$ cat src/rtl/aob_pkg.sv
// Package for the alpha over blend unit: widths, pixel types and constants.
// No dependencies.
package aob_pkg;

    localparam int unsigned CHAN_W  = 8;
    localparam int unsigned DEN_W   = 17;
    localparam int unsigned NUM_W   = 25;
    localparam int unsigned QBITS   = 8;
    localparam logic [CHAN_W-1:0] FULL_COVER = 8'd255;

    typedef struct packed {
        logic [CHAN_W-1:0] bottom_red;
        logic [CHAN_W-1:0] bottom_green;
        logic [CHAN_W-1:0] bottom_blue;
        logic [CHAN_W-1:0] bottom_alpha;
        logic [CHAN_W-1:0] top_red;
        logic [CHAN_W-1:0] top_green;
        logic [CHAN_W-1:0] top_blue;
        logic [CHAN_W-1:0] top_alpha;
    } t_pix_in;

    typedef struct packed {
        logic [CHAN_W-1:0] out_red;
        logic [CHAN_W-1:0] out_green;
        logic [CHAN_W-1:0] out_blue;
        logic [CHAN_W-1:0] out_alpha;
        logic              fully_clear;
    } t_pix_out;

    // Word handed from one divider cell to the next.
    typedef struct packed {
        logic                valid;
        logic [NUM_W:0]      rem_r;
        logic [NUM_W:0]      rem_g;
        logic [NUM_W:0]      rem_b;
        logic [QBITS-1:0]    q_r;
        logic [QBITS-1:0]    q_g;
        logic [QBITS-1:0]    q_b;
        logic [DEN_W:0]      den2;
        logic [CHAN_W-1:0]   alpha;
        logic                clear;
    } t_cell;

endpackage

$ cat src/rtl/aob_if.sv
// Valid/ready channel interfaces for the alpha over blend unit.
// Depends on aob_pkg.
interface aob_in_if;
    logic            valid;
    logic            ready;
    aob_pkg::t_pix_in data;
    modport source  (output valid, output data, input ready);
    modport sink    (input valid, input data, output ready);
    modport monitor (input valid, input data, input ready);
endinterface

interface aob_out_if;
    logic             valid;
    logic             ready;
    aob_pkg::t_pix_out data;
    modport source  (output valid, output data, input ready);
    modport sink    (input valid, input data, output ready);
    modport monitor (input valid, input data, input ready);
endinterface

$ cat src/rtl/aob_front.sv
// Front stage: forms weights, denominator, numerators and coverage.
// Depends on aob_pkg.
module aob_front (
    input  logic               i_clk,
    input  logic               i_rst_n,
    input  logic               i_en,
    input  logic               i_valid,
    input  aob_pkg::t_pix_in   i_pix,
    output aob_pkg::t_cell     o_cell
);
    logic [15:0] r_top_w, r_bot_w;
    logic [7:0]  r_tr, r_tg, r_tb, r_br, r_bg, r_bb;
    logic        r_v1;
    logic [7:0]  w_inv;
    logic [aob_pkg::DEN_W-1:0] w_den;
    logic [aob_pkg::DEN_W+6:0] w_acov;
    logic [aob_pkg::DEN_W:0]   w_dr;
    logic [8:0]                w_q0;
    logic [aob_pkg::DEN_W+1:0] w_back;
    aob_pkg::t_cell r_cell;

    function automatic logic [aob_pkg::NUM_W:0] numer(input logic [7:0] t, input logic [7:0] b,
                                                      input logic [15:0] tw, input logic [15:0] bw);
        logic [23:0] s;
        s = t * tw + b * bw;
        return {1'b0, s, 1'b0};
    endfunction

    assign w_inv = aob_pkg::FULL_COVER - i_pix.top_alpha;

    // Stage 1: the two weight products.
    always_ff @(posedge i_clk) begin
        if (!i_rst_n) begin
            r_v1 <= 1'b0;
        end else if (i_en) begin
            r_v1 <= i_valid;
        end
        if (i_en) begin
            r_top_w <= i_pix.top_alpha * aob_pkg::FULL_COVER;
            r_bot_w <= i_pix.bottom_alpha * w_inv;
            r_tr <= i_pix.top_red;   r_br <= i_pix.bottom_red;
            r_tg <= i_pix.top_green; r_bg <= i_pix.bottom_green;
            r_tb <= i_pix.top_blue;  r_bb <= i_pix.bottom_blue;
        end
    end

    assign w_den = {1'b0, r_top_w} + {1'b0, r_bot_w};
    // (D + 127) / 255 by reciprocal: x*257 >> 16 is the true quotient or one
    // below it for every x in range, so one compare of the remainder fixes it.
    assign w_dr   = {1'b0, w_den} + 18'd127;
    assign w_acov = {7'd0, w_dr[aob_pkg::DEN_W-1:0]} * 24'd257;
    assign w_q0   = {1'b0, w_acov[23:16]};
    assign w_back = {10'd0, w_q0} * 19'd255;

    // Stage 2: numerators doubled, doubled denominator, coverage.
    always_ff @(posedge i_clk) begin
        if (!i_rst_n) begin
            r_cell.valid <= 1'b0;
        end else if (i_en) begin
            r_cell.valid <= r_v1;
        end
        if (i_en) begin
            r_cell.rem_r <= numer(r_tr, r_br, r_top_w, r_bot_w) + {9'd0, w_den};
            r_cell.rem_g <= numer(r_tg, r_bg, r_top_w, r_bot_w) + {9'd0, w_den};
            r_cell.rem_b <= numer(r_tb, r_bb, r_top_w, r_bot_w) + {9'd0, w_den};
            r_cell.q_r   <= '0;
            r_cell.q_g   <= '0;
            r_cell.q_b   <= '0;
            r_cell.den2  <= {w_den, 1'b0};
            r_cell.clear <= (w_den == '0);
            if ({1'b0, w_dr} - w_back >= 19'd255) begin
                r_cell.alpha <= w_q0[7:0] + 8'd1;
            end else begin
                r_cell.alpha <= w_q0[7:0];
            end
        end
    end

    assign o_cell = r_cell;
endmodule

$ cat src/rtl/aob_div_cell.sv
// One restoring-division cell: settles one quotient bit of each channel.
// Depends on aob_pkg.
module aob_div_cell #(
    parameter int unsigned BIT = 7
) (
    input  logic            i_clk,
    input  logic            i_rst_n,
    input  logic            i_en,
    input  aob_pkg::t_cell  i_cell,
    output aob_pkg::t_cell  o_cell
);
    aob_pkg::t_cell r_cell, n_cell;
    logic [aob_pkg::NUM_W+1:0] w_sh;

    assign w_sh = {{(aob_pkg::NUM_W+1-aob_pkg::DEN_W){1'b0}}, i_cell.den2} << BIT;

    always_comb begin
        n_cell = i_cell;
        if ({1'b0, i_cell.rem_r} >= w_sh) begin
            n_cell.rem_r = i_cell.rem_r - w_sh[aob_pkg::NUM_W:0];
            n_cell.q_r[BIT] = 1'b1;
        end
        if ({1'b0, i_cell.rem_g} >= w_sh) begin
            n_cell.rem_g = i_cell.rem_g - w_sh[aob_pkg::NUM_W:0];
            n_cell.q_g[BIT] = 1'b1;
        end
        if ({1'b0, i_cell.rem_b} >= w_sh) begin
            n_cell.rem_b = i_cell.rem_b - w_sh[aob_pkg::NUM_W:0];
            n_cell.q_b[BIT] = 1'b1;
        end
    end

    always_ff @(posedge i_clk) begin
        if (!i_rst_n) begin
            r_cell.valid <= 1'b0;
        end else if (i_en) begin
            r_cell.valid <= n_cell.valid;
        end
        if (i_en) begin
            r_cell.rem_r <= n_cell.rem_r;
            r_cell.rem_g <= n_cell.rem_g;
            r_cell.rem_b <= n_cell.rem_b;
            r_cell.q_r   <= n_cell.q_r;
            r_cell.q_g   <= n_cell.q_g;
            r_cell.q_b   <= n_cell.q_b;
            r_cell.den2  <= n_cell.den2;
            r_cell.alpha <= n_cell.alpha;
            r_cell.clear <= n_cell.clear;
        end
    end

    assign o_cell = r_cell;
endmodule

$ cat src/rtl/alpha_over_blend_unit.sv
// Top level of the alpha over blend unit: front stage, divider cell row, output register.
// Depends on aob_pkg, aob_if, aob_front and aob_div_cell.
//
// Usage: pixel beats arrive on i_pix (bottom and top RGBA8) and leave on
// o_pix (composited RGBA8 plus the fully_clear flag). Both channels use
// valid/ready; a beat moves when both are high.
// The unit accepts one beat per cycle while the receiver does not stall. The
// front stage forms the weights, the denominator and the numerators, then eight identical
// divider cells each settle one quotient bit per channel and hand the
// partial remainders to their neighbor, and one output register follows.
// When both coverages are zero, the colors and alpha come out as zero and
// fully_clear is set.
// The pipeline advances whenever the output register is empty or being
// drained; when the receiver stalls, the pipeline freezes in place and
// i_pix.ready drops, so no beat is lost. A valid output is held stable until
// it is taken.
// Reset (synchronous, active low) clears all valid flags; data registers
// are not reset. There is no configuration.
module alpha_over_blend_unit (
    input  logic i_clk,
    input  logic i_rst_n,
    aob_in_if.sink    i_pix,
    aob_out_if.source o_pix
);
    localparam int unsigned NCELL = aob_pkg::QBITS;

    aob_pkg::t_cell w_chain [NCELL+1];
    logic           w_en;
    logic           r_ovalid;
    aob_pkg::t_pix_out r_odata;

    // The whole pipe moves together; the last cell only empties into the
    // output register when that register is free or draining.
    assign w_en        = !r_ovalid || o_pix.ready;
    assign i_pix.ready = w_en;

    aob_front u_front (
        .i_clk   (i_clk),
        .i_rst_n (i_rst_n),
        .i_en    (w_en),
        .i_valid (i_pix.valid),
        .i_pix   (i_pix.data),
        .o_cell  (w_chain[0])
    );

    // Cell k settles quotient bit NCELL-1-k, most significant first.
    for (genvar k = 0; k < NCELL; k++) begin : g_cell
        aob_div_cell #(.BIT(NCELL-1-k)) u_cell (
            .i_clk   (i_clk),
            .i_rst_n (i_rst_n),
            .i_en    (w_en),
            .i_cell  (w_chain[k]),
            .o_cell  (w_chain[k+1])
        );
    end

    always_ff @(posedge i_clk) begin
        if (!i_rst_n) begin
            r_ovalid <= 1'b0;
        end else if (w_en) begin
            r_ovalid <= w_chain[NCELL].valid;
        end
        if (w_en) begin
            if (w_chain[NCELL].clear) begin
                r_odata <= '{out_red: '0, out_green: '0, out_blue: '0,
                             out_alpha: '0, fully_clear: 1'b1};
            end else begin
                r_odata <= '{out_red: w_chain[NCELL].q_r, out_green: w_chain[NCELL].q_g,
                             out_blue: w_chain[NCELL].q_b, out_alpha: w_chain[NCELL].alpha,
                             fully_clear: 1'b0};
            end
        end
    end

    assign o_pix.valid = r_ovalid;
    assign o_pix.data  = r_odata;

    // A stalled output beat keeps its value.
    a_hold: assert property (@(posedge i_clk) disable iff (!i_rst_n)
        r_ovalid && !o_pix.ready |=> r_ovalid && $stable(r_odata))
        else $error("output beat changed while stalled");
    // The input is refused exactly while the output is stalled.
    a_ready: assert property (@(posedge i_clk) disable iff (!i_rst_n)
        i_pix.ready == (!r_ovalid || o_pix.ready))
        else $error("input ready out of step with output stall");
    // A clear beat carries zero coverage.
    a_clear: assert property (@(posedge i_clk) disable iff (!i_rst_n)
        r_ovalid && r_odata.fully_clear |-> r_odata.out_alpha == '0)
        else $error("clear beat with nonzero alpha");
endmodule
$ cat src/flat_wrapper.sv
// flat-port wrapper written by rule: the top's interface ports become plain ports
module alpha_over_blend_unit_flat 
  (i_clk, i_rst_n, i_pix_valid, i_pix_data, i_pix_ready, o_pix_valid, o_pix_data, o_pix_ready);
  aob_in_if i_pix_i ();
  aob_out_if o_pix_i ();
  input  logic i_clk;
  input  logic i_rst_n;
  input wire logic [$bits(i_pix_i.valid)-1:0] i_pix_valid;
  input wire logic [$bits(i_pix_i.data)-1:0] i_pix_data;
  output wire logic [$bits(i_pix_i.ready)-1:0] i_pix_ready;
  output wire logic [$bits(o_pix_i.valid)-1:0] o_pix_valid;
  output wire logic [$bits(o_pix_i.data)-1:0] o_pix_data;
  input wire logic [$bits(o_pix_i.ready)-1:0] o_pix_ready;
  assign i_pix_i.valid = i_pix_valid;
  assign i_pix_i.data = i_pix_data;
  assign i_pix_ready = i_pix_i.ready;
  assign o_pix_valid = o_pix_i.valid;
  assign o_pix_data = o_pix_i.data;
  assign o_pix_i.ready = o_pix_ready;
  alpha_over_blend_unit u_core (.i_clk(i_clk), .i_rst_n(i_rst_n), .i_pix(i_pix_i), .o_pix(o_pix_i));
endmodule
$ cat config.mk
export PLATFORM = sky130hd
export DESIGN_NAME = alpha_over_blend_unit_flat
export DESIGN_NICKNAME = d
export VERILOG_FILES = /design/src/rtl/aob_pkg.sv /design/src/rtl/aob_if.sv /design/src/rtl/aob_front.sv /design/src/rtl/aob_div_cell.sv /design/src/rtl/alpha_over_blend_unit.sv /design/src/flat_wrapper.sv
export SDC_FILE = /design/constraint.sdc
export NUM_CORES = 2
export LEC_CHECK = 0
export BUFFER_PORTS_ARGS = -buffer_cell sky130_fd_sc_hd__buf_2
export CORE_ASPECT_RATIO = 0.5
export CORE_MARGIN = 8
export CORE_UTILIZATION = 65
export DETAILED_ROUTE_END_ITERATION = 7
export PLACE_DENSITY = 0.8
export REMOVE_ABC_BUFFERS = 1
export SLEW_MARGIN = 20
export SYNTH_ARGS = -nofsm -noshare
export SYNTH_HDL_FRONTEND = slang
export SYNTH_SLANG_ARGS = --single-unit
$ cat constraint.sdc
create_clock -name i_clk -period 193.4 [get_ports i_clk]
set_clock_uncertainty 0.2 [all_clocks]
set_input_delay 58.02 -clock i_clk [delete_from_list [all_inputs] [get_ports i_clk]]
set_output_delay 58.02 -clock i_clk [all_outputs]
set_load 0.02 [all_outputs]
==> results.yml <==
run_status:
  run_status: "completed"
synthesis:
  post_synth_main_area_contributors: "sky130_fd_sc_hd__edfxtp_1, sky130_fd_sc_hd__fa_1, sky130_fd_sc_hd__ha_1, sky130_fd_sc_hd__inv_1, sky130_fd_sc_hd__nand2_1"
  synth-edff-count: 1038
  seq_area_frac_synth_pct: 35.5
  synthesis.area_per_instance_um2: 10.4
  syn_area_um2: 88300
  post-synth-top-area-cell: "sky130_fd_sc_hd__edfxtp_1"
  post_synth_num_cell_types: 98
  synth_ff_type: "sky130_fd_sc_hd__edfxtp_1"
  ys_top_cells_by_count: "sky130_fd_sc_hd__inv_1, sky130_fd_sc_hd__edfxtp_1, sky130_fd_sc_hd__nand2_1"
  synth.ff_latch_count: 1049
  cells_after_synthesis: 8479
  synth.yosys.warnings: 0
  ys_async_sr_fraction_pct: 0
  synth.most_common_cell: "sky130_fd_sc_hd__inv_1"
  netlist.area_leader.share_pct: 35.3
run:
  max_cap_violations: 0
cells_and_area:
  final_cell_area_um2: 94300
  final_core_utilization_pct: 70.1
  areaGrowthSynthToFinish_pct: 6.72
  drive_above_1_share_pct: 5.39
  multi_input_comb_area_um2: 51800
  final_net_count: 10200
  fillers: 9816
  seq_area_um2: 31400
timing:
  final.hold.worst_slack_ns: 0.211
  final_period_minus_worst_setup_slack_ns: 117.88
  grt_setup_unrepaired: "false"
  tightest_slew_ns: 1.06
  slew-limit-headroom_pct: 29.0
  min_period_over_period_pct: 61.0
  timing.final.setup_violations: 0
  timing.fmax_mhz: 8.48
  final_hold_viol_count: 0
  tns_ns: 0
  slew_violations: 0
critical_path:
  worst_ep_arrival_time_ns: 59.66
  worst_setup_path_end_kind: "output port"
  cp_max_fo: 87
  timing.reg2reg.worst_path_depth: 46
  start_kind: "input pin"
  wp_data_required_ns: 135.18
  path_class: "in2out"
floorplan:
  floorplan.initialDensity_pct: 65.7
  row_count: 95
  ioPinCount: 103
  fp.dieArea_um2: 149000
  fp.dieH_um: 277
  fp.dieW_um: 537
  core_area_um2: 135000
routing:
  dr.pass1.iters: 6
  ant_nets: 0
  via_per_inst: 5.88
  vias: 61300
  wl_per_cell_um: 19.8
  total_drc_errors_in_the_routed_layout: 0
  totalWireLength_mm: 206
  drt_iter0_markers: 4666
global_routing:
  grt.total_usage_pct: 27.7
  globalRoute.totalOverflow: 0
  antenna_violations_before_repair: 0
  first_global_vias: 62000
  grt_pass1_wl_mm: 329
  grt_start_max_net_pins: 137
clocking:
  cts_buffer_depth: 3
  tritoncts_num_sinks: 1049
  hold_buffers: 0
  ctsHtreeMaxLevel: 3
  worst_setup_hold_path_clk_slew_ns: 0.07
  cts.root.buffer_cell: "sky130_fd_sc_hd__clkbuf_16"
  cts_repair_resize_count: 0
  clkLatencyLatePin_ns: 0.71
  tritoncts: "yes"
  numCtsBuffers: 98
  cts_setup_buffers: 0
placed_design:
  dpl-instance-area_um2: 91000
  gp_routability_congestion: 0.994
  io_buffers: 102
  hpwl_mm: 162
worst_hold_path:
  min_path_cells: 0
  hold_class: "reg2reg"
[layout by cell type (no fill, tap or decap), types with 19 or more instances in the layout]
cell type                      n
sky130_fd_sc_hd__xnor2_1     331
sky130_fd_sc_hd__or2_2        22
sky130_fd_sc_hd__o21ai_0     347
sky130_fd_sc_hd__xor2_1      181
sky130_fd_sc_hd__nor4_1       58
sky130_fd_sc_hd__or3_1        36
sky130_fd_sc_hd__fa_1        751
sky130_fd_sc_hd__a21o_1      147
sky130_fd_sc_hd__o211ai_1     21
sky130_fd_sc_hd__clkbuf_16   101
sky130_fd_sc_hd__nor2b_1     149
sky130_fd_sc_hd__o21bai_1     41
sky130_fd_sc_hd__nor3_1      117
sky130_fd_sc_hd__nor2_1      414
sky130_fd_sc_hd__and2_1      314
sky130_fd_sc_hd__a21boi_0     58
sky130_fd_sc_hd__and3_1       30
sky130_fd_sc_hd__o21a_1       57
sky130_fd_sc_hd__or4_1        19
sky130_fd_sc_hd__nand4b_1     23
sky130_fd_sc_hd__nand3_1     108
sky130_fd_sc_hd__o31ai_1      41
sky130_fd_sc_hd__mux2_2       42
sky130_fd_sc_hd__nand2b_1     96
sky130_fd_sc_hd__buf_2       102
sky130_fd_sc_hd__o2111ai_1    28
sky130_fd_sc_hd__clkinv_1     21
sky130_fd_sc_hd__a211oi_1     41
sky130_fd_sc_hd__edfxtp_1   1038
sky130_fd_sc_hd__nand2_1     912
sky130_fd_sc_hd__a31oi_1      37
sky130_fd_sc_hd__nand4_1      63
sky130_fd_sc_hd__buf_4        75
sky130_fd_sc_hd__ha_1        821
sky130_fd_sc_hd__a21oi_1     463
sky130_fd_sc_hd__inv_1      1171
[kinds of logic after synthesis]
logic type	after synthesis	share of synthesized area [%]
compound gates	1445	10.3
xor+xnor	528	5.38
fa+ha+maj	1573	28.7
buf+inv	1387	5.90
flops	1049	35.5
mux	58	0.721
simple gates	2439	13.5
[final cells by class]
type / instances / share of cell area, %
sequential: 1049 / 33.3
timing repair buffer: 178 / 1.16
clock buffer: 116 / 2.74
inverter: 1175 / 4.69
tap: 1794 / 2.38
antenna: 1 / 0.00265
multi-input combinational: 6043 / 55.0
clock inverter: 66 / 0.735
[layer usage]
layer	vias up	track usage (%)	part of all wire [%]
met5	-	0	0
met4	0	13.3	5.6
met3	556	4.44	6.6
li1	29000	-	-
met1	29500	36.2	42
met2	2187	45.4	46
[metrics by stage]
stage	worst slack, ns	instances
floorplan	56.90	8267
global placement	75.53	10200
detailed placement	75.50	10200
CTS	75.50	10400
global route	75.34	10400
finish	75.52	10400
[critical path: stages]
cell and delay [ns]:
sky130_fd_sc_hd__buf_2 0.09, sky130_fd_sc_hd__nor2b_1 0.79, sky130_fd_sc_hd__inv_8 0.44, sky130_fd_sc_hd__buf_2 0.30
[state kept, by name (all words and copies together) (netlist names)]
name                         count
u_core.o_pix.data               33
u_core.u_front.r_top_w          16
u_core.u_front.r_tg              8
u_core.u_front.o_cell          102
u_core.u_front.r_tr              8
u_core.u_front.r_br              8
u_core.u_front.r_bb              8
u_core.g_cell.u_cell.o_cell    832
u_core.o_pix.valid               1
u_core.u_front.r_bg              8
u_core.u_front.r_tb              8
u_core.u_front.r_bot_w          16
u_core.u_front.r_v1              1
[worst paths after layout]
path,startpoint,to,slack [ns]
worst max-delay path,o_pix_ready,i_pix_ready,75.52
worst min-delay path,u_core.g_cell[1].u_cell.o_cell[41]$_SDFFCE_PN1P_,u_core.g_cell[2].u_cell.o_cell[41]$_DFFE_PP_,0.21
worst max register to register,u_core.u_front.r_bot_w[0]$_DFFE_PP_,u_core.u_front.o_cell[7]$_DFFE_PP_,180.13
worst min register to register,u_core.g_cell[1].u_cell.o_cell[41]$_SDFFCE_PN1P_,u_core.g_cell[2].u_cell.o_cell[41]$_DFFE_PP_,0.21
Power is left out: the tool's default activity adds up to more than one toggle a clock period on the data nets, which glitch-free logic cannot reach.
